==> src/rtl/jtok_ram.sv <==
`timescale 1ns / 1ps
// ----------------------------------------------------------------------------
// jtok_ram
// Simple dual-port RAM, one write and one registered read port.
// ----------------------------------------------------------------------------
module jtok_ram #(
  parameter int unsigned WIDTH = 8,
  parameter int unsigned DEPTH = 2,
  localparam int unsigned AW = (DEPTH > 1) ? $clog2(DEPTH) : 1
) (
  input  logic             clk_i,
  input  logic             we_i,
  input  logic [AW-1:0]    waddr_i,
  input  logic [WIDTH-1:0] wdata_i,
  input  logic [AW-1:0]    raddr_i,
  output logic [WIDTH-1:0] rdata_o
);

  logic [WIDTH-1:0] mem_q [DEPTH];

  // read returns old data on a same-address write
  always_ff @(posedge clk_i) begin
    if (we_i) begin
      mem_q[waddr_i] <= wdata_i;
    end
    rdata_o <= mem_q[raddr_i];
  end

endmodule

==> config.mk <==
export PLATFORM = sky130hd
export DESIGN_NAME = jtok_ram
export DESIGN_NICKNAME = d
export VERILOG_FILES = /design/src/rtl/jtok_ram.sv
export SDC_FILE = /design/constraint.sdc
export NUM_CORES = 1
export LEC_CHECK = 0
export BUFFER_PORTS_ARGS = -buffer_cell sky130_fd_sc_hd__buf_2
export CORE_UTILIZATION = 52
export CTS_CLUSTER_SIZE = 16
export DETAILED_ROUTE_END_ITERATION = 6
export PLACE_DENSITY_LB_ADDON = 0.15
export SLEW_MARGIN = 5
export SYNTH_ARGS = -nofsm -noshare
export SYNTH_HDL_FRONTEND = slang
export SYNTH_SLANG_ARGS = --single-unit
==> constraint.sdc <==
create_clock -name clk_i -period 2.09 [get_ports clk_i]
set_input_delay 0.1045 -clock clk_i [delete_from_list [all_inputs] [get_ports clk_i]]
set_output_delay 0.1045 -clock clk_i [all_outputs]
set_load 0.01 [all_outputs]
Yosys cells after proc, flatten, opt, wreduce, memory -nomap -nowiden
Memory sizes are Yosys's and may differ from the RTL's. A register that Yosys moved wholly into a read port is not among the register bits. Cells that the tools add are included.

Bitwise gates (word level): 0. $add $sub $neg: 0. Reductions and logical operators: 0. Eq/ne operators: 0. Shifts and indexed selects: 0. Multipliers: 0. Div/mod/pow operators: 0. Mux-type cells: 2. Order comparisons: 0.

Operators by type and width (count): $mux 1 (2).

Bits in latches: 0. Flip-flop bits (word level): 0. ROM bits: 0. Output and inout bits: 8. Word-level logic and storage cells: 3. Memories: 1. RAM bits: 16. Bits of input ports: 12.

Memories: mem_q (depth 2, bits a word 8, read ports 1, clocked after Yosys merged registers in 1, wr ports 1, line 19) `logic [WIDTH-1:0] mem_q [DEPTH];`.

Longest topological paths before layout
Depth in word-level cells: 2. Depth in mapped cells: 2.

Worst setup path after synthesis
No wires, ideal clock.

Path type: input to register. From: input port we_i. To: memory mem_q[0][0], enable pin. Arrival: 525 ps. Stages on the path: 1. Buffers on the path: 0. Path slack: 1192 ps. Required time: 1717 ps. Setup time: 373 ps. Cells stage by stage: nor2b_1.

Longest elaborated chain between the ends: 2.

RTL lines: from (decl) (line 12) `input logic we_i,`; $mux 1 (line 23) `if (we_i) begin`; $mux 1 (not written as such) (line 24) `mem_q[waddr_i] <= wdata_i;`; to (decl) (line 19).

Every way passes these cells.

Final worst setup path
From: register rdata_o[5], read port of mem_q. To: output port rdata_o[5].

RTL lines: from (decl) (line 16) `output logic [WIDTH-1:0] rdata_o`.

No word-level cell between the ends.

==> flow_summary.ini <==
[grt]
antenna_found_initial = 0
grt_overflow = 0
grt_max_degree = 15
grt_pass1_vias = 369
grt_pass1_wl_um = 1490
grt_usage_pct = 15.4

[detailed_routing]
vias = 391
wl_per_cell_um = 12.5
drt_iter0_drc = 5
routed_wl_um = 1000
vias_per_cell = 4.89
postRouteAntennaNets = 0
route.detailed.drc = 0
dr.pass1.iters = 3

[cells_and_area]
instances_no_fill = 80
syn2layout_area_growth_pct = 30.0
fin_area_mm2 = 0.00102
final_common_cell = buf_2
num-nets-final = 78
fillers = 89
final_cell_mix = buf_2, edfxtp_1, mux2_4, dlygate4sd3_1, dfxtp_1
layout-drive-gt1-share_pct = 47.7
antenna_cells = 0

[worst_setup_path]
cp.arrival_ns = 0.76
max_stage_delay_ns = 0.33
crit_slowest_cell = dfxtp_1
worstPathRequired_ns = 1.99
critical_path_depth = 1
path_buf_inv = 1
critPathMaxFanout = 1
setup.worst_path.start_class = flop
critPathTopFamily = flip-flops
crit_chain = buf_2
critPathKind = reg2out
reg2reg_depth = 1
cp-end-kind = primary output

[timing]
post-route-min-period_ns = 0.861
final_hold_viol_count = 0
rsz0062_at_grt = no
tns_ns = 0
clock.fmax_ghz = 1.16
setup_violations = 0
fin_skew_ns = 0.00450
drv_slew = 0
fin_crit_sh_pct = 41.2
worst_pin_slew_ns = 0.704
relSlewSlack_pct = 53.0

[logic_synthesis]
yosys_warnings = 0
synth_top_family_by_area = multiplexers
ys_ff_latch = 24
synthTopCellsByArea = edfxtp_1, dfxtp_1, mux2_4
syn_inst = 35
seq_area_frac_synth_pct = 81.7
synth.cell_area_um2 = 785
yosysTopAreaCellShare_pct = 61.2
synthSimpleGateAreaFrac_pct = 1.59
synth_adder_area_share_pct = 0
synth-xor-area-share_pct = 0
syn_avg_cell_area_um2 = 22.4
synth_top_cell_by_area = edfxtp_1
yosysUniqueCellTypes = 6
synth_nets = 47
synthMuxAreaShare_pct = 15.3
synth_compound_area_share_pct = 0

[clocking]
cts_setup_buffers = 0
clk_latency_ns = 0.30
cts_inserted_buffers = 3
htree_levels = 1
cts_hold_buf = 8
clk_path_buf_depth = 2
cts_root_buf = clkbuf_4
cts_sinks = 24
cts_tree = yes
clk_pin_slew_ns = 0.12
cts_resized = 0

[die]
die_h_um = 40.8
die_x_um = 40.8
core_area_mm2 = 0.00135
io_pins = 20
initial_utilization_pct = 58.1
dieArea_mm2 = 0.00167
rows = 13

[power_and_ir_drop]
pwr-share-comb_pct = 8.3
pwr_density_cell_mw_per_mm2 = 930
pwr-share-seq_pct = 58.2
swShare_pct = 17.3
cell_internal_pwr_mw = 0.785
clkPwrFrac_pct = 33.5
p_leak_nw = 0.424
total_power_mw = 0.949
peakVddDrop_v = 0.000599
p_sw_mw = 0.164

[status]
status = complete, no violations

[hold_path]
hp-class = in2reg
hold_depth = 2

[place]
dp_cells = 68
port_buffers = 19
placement.cell_area_um2 = 887
finalWeightedCongestion = 0.660

[job]
cap_violations = 0
[path summary, 6_finish.rpt]
kind / from / end / slack, ns
worst max-delay path: rdata_o[5] / rdata_o[5] / 1.23
worst min register to register: mem_q[0][2] / rdata_o[2] / 0.49
worst max register to register: mem_q[0][3] / rdata_o[3] / 1.32
worst min-delay path: waddr_i / mem_q[0][5] / 0.23
[kinds of logic after synthesis]
kind of cell           after synthesis
flip-flops                          24
multiplexers                         8
AND/OR/NAND/NOR                      2
buffers and inverters                1
[per-stage QoR]
stage                     utilization [%]  hold slack (ns)  setup slack (ns)
after global routing                 75.5            0.228              1.17
after global placement               65.7            0.294              1.02
after floorplan                         -            0.203              1.19
after detailed placement             65.7            0.295             0.927
after CTS                            75.5            0.227              1.22
final                                75.5            0.231              1.23
[registers in the layout, summed over array words and instances (netlist names)]
register and flops:
rdata_o 8, mem_q 16
[area by class of cell]
cell class	count	area (um^2)	area share [%]
flip-flops and latches	24	641	62.8
clock buffers	3	22.5	2.21
clock inverters	1	30.0	2.94
repair buffers	27	175	17.2
multi-input cells	10	133	13.0
well taps	15	18.8	1.84
[power by group through the flow]
stage               clock, mW  combinational (mW)  sequential, mW
floorplan                   0              0.0327           0.569
global placement            0              0.0659           0.561
detailed placement          0              0.0685           0.563
CTS                     0.322              0.0800           0.552
global route            0.339              0.0863           0.556
finish                  0.318              0.0791           0.552
[synth_stat cells]
cell and count:
and2_1 1, dfxtp_1 8, mux2_4 8, edfxtp_1 16, nor2b_1 1, buf_6 1
[per-layer routing]
metal / vias up / GRT usage, % / wire length [um]
li1: 191 / - / -
met1: 186 / 16.8 / 364
met2: 12 / 25.4 / 581
met3: 2 / 4.89 / 44
met4: 0 / 10.0 / 10
met5: - / 0 / 0
No activity file was read; power rests on OpenSTA's default activity.
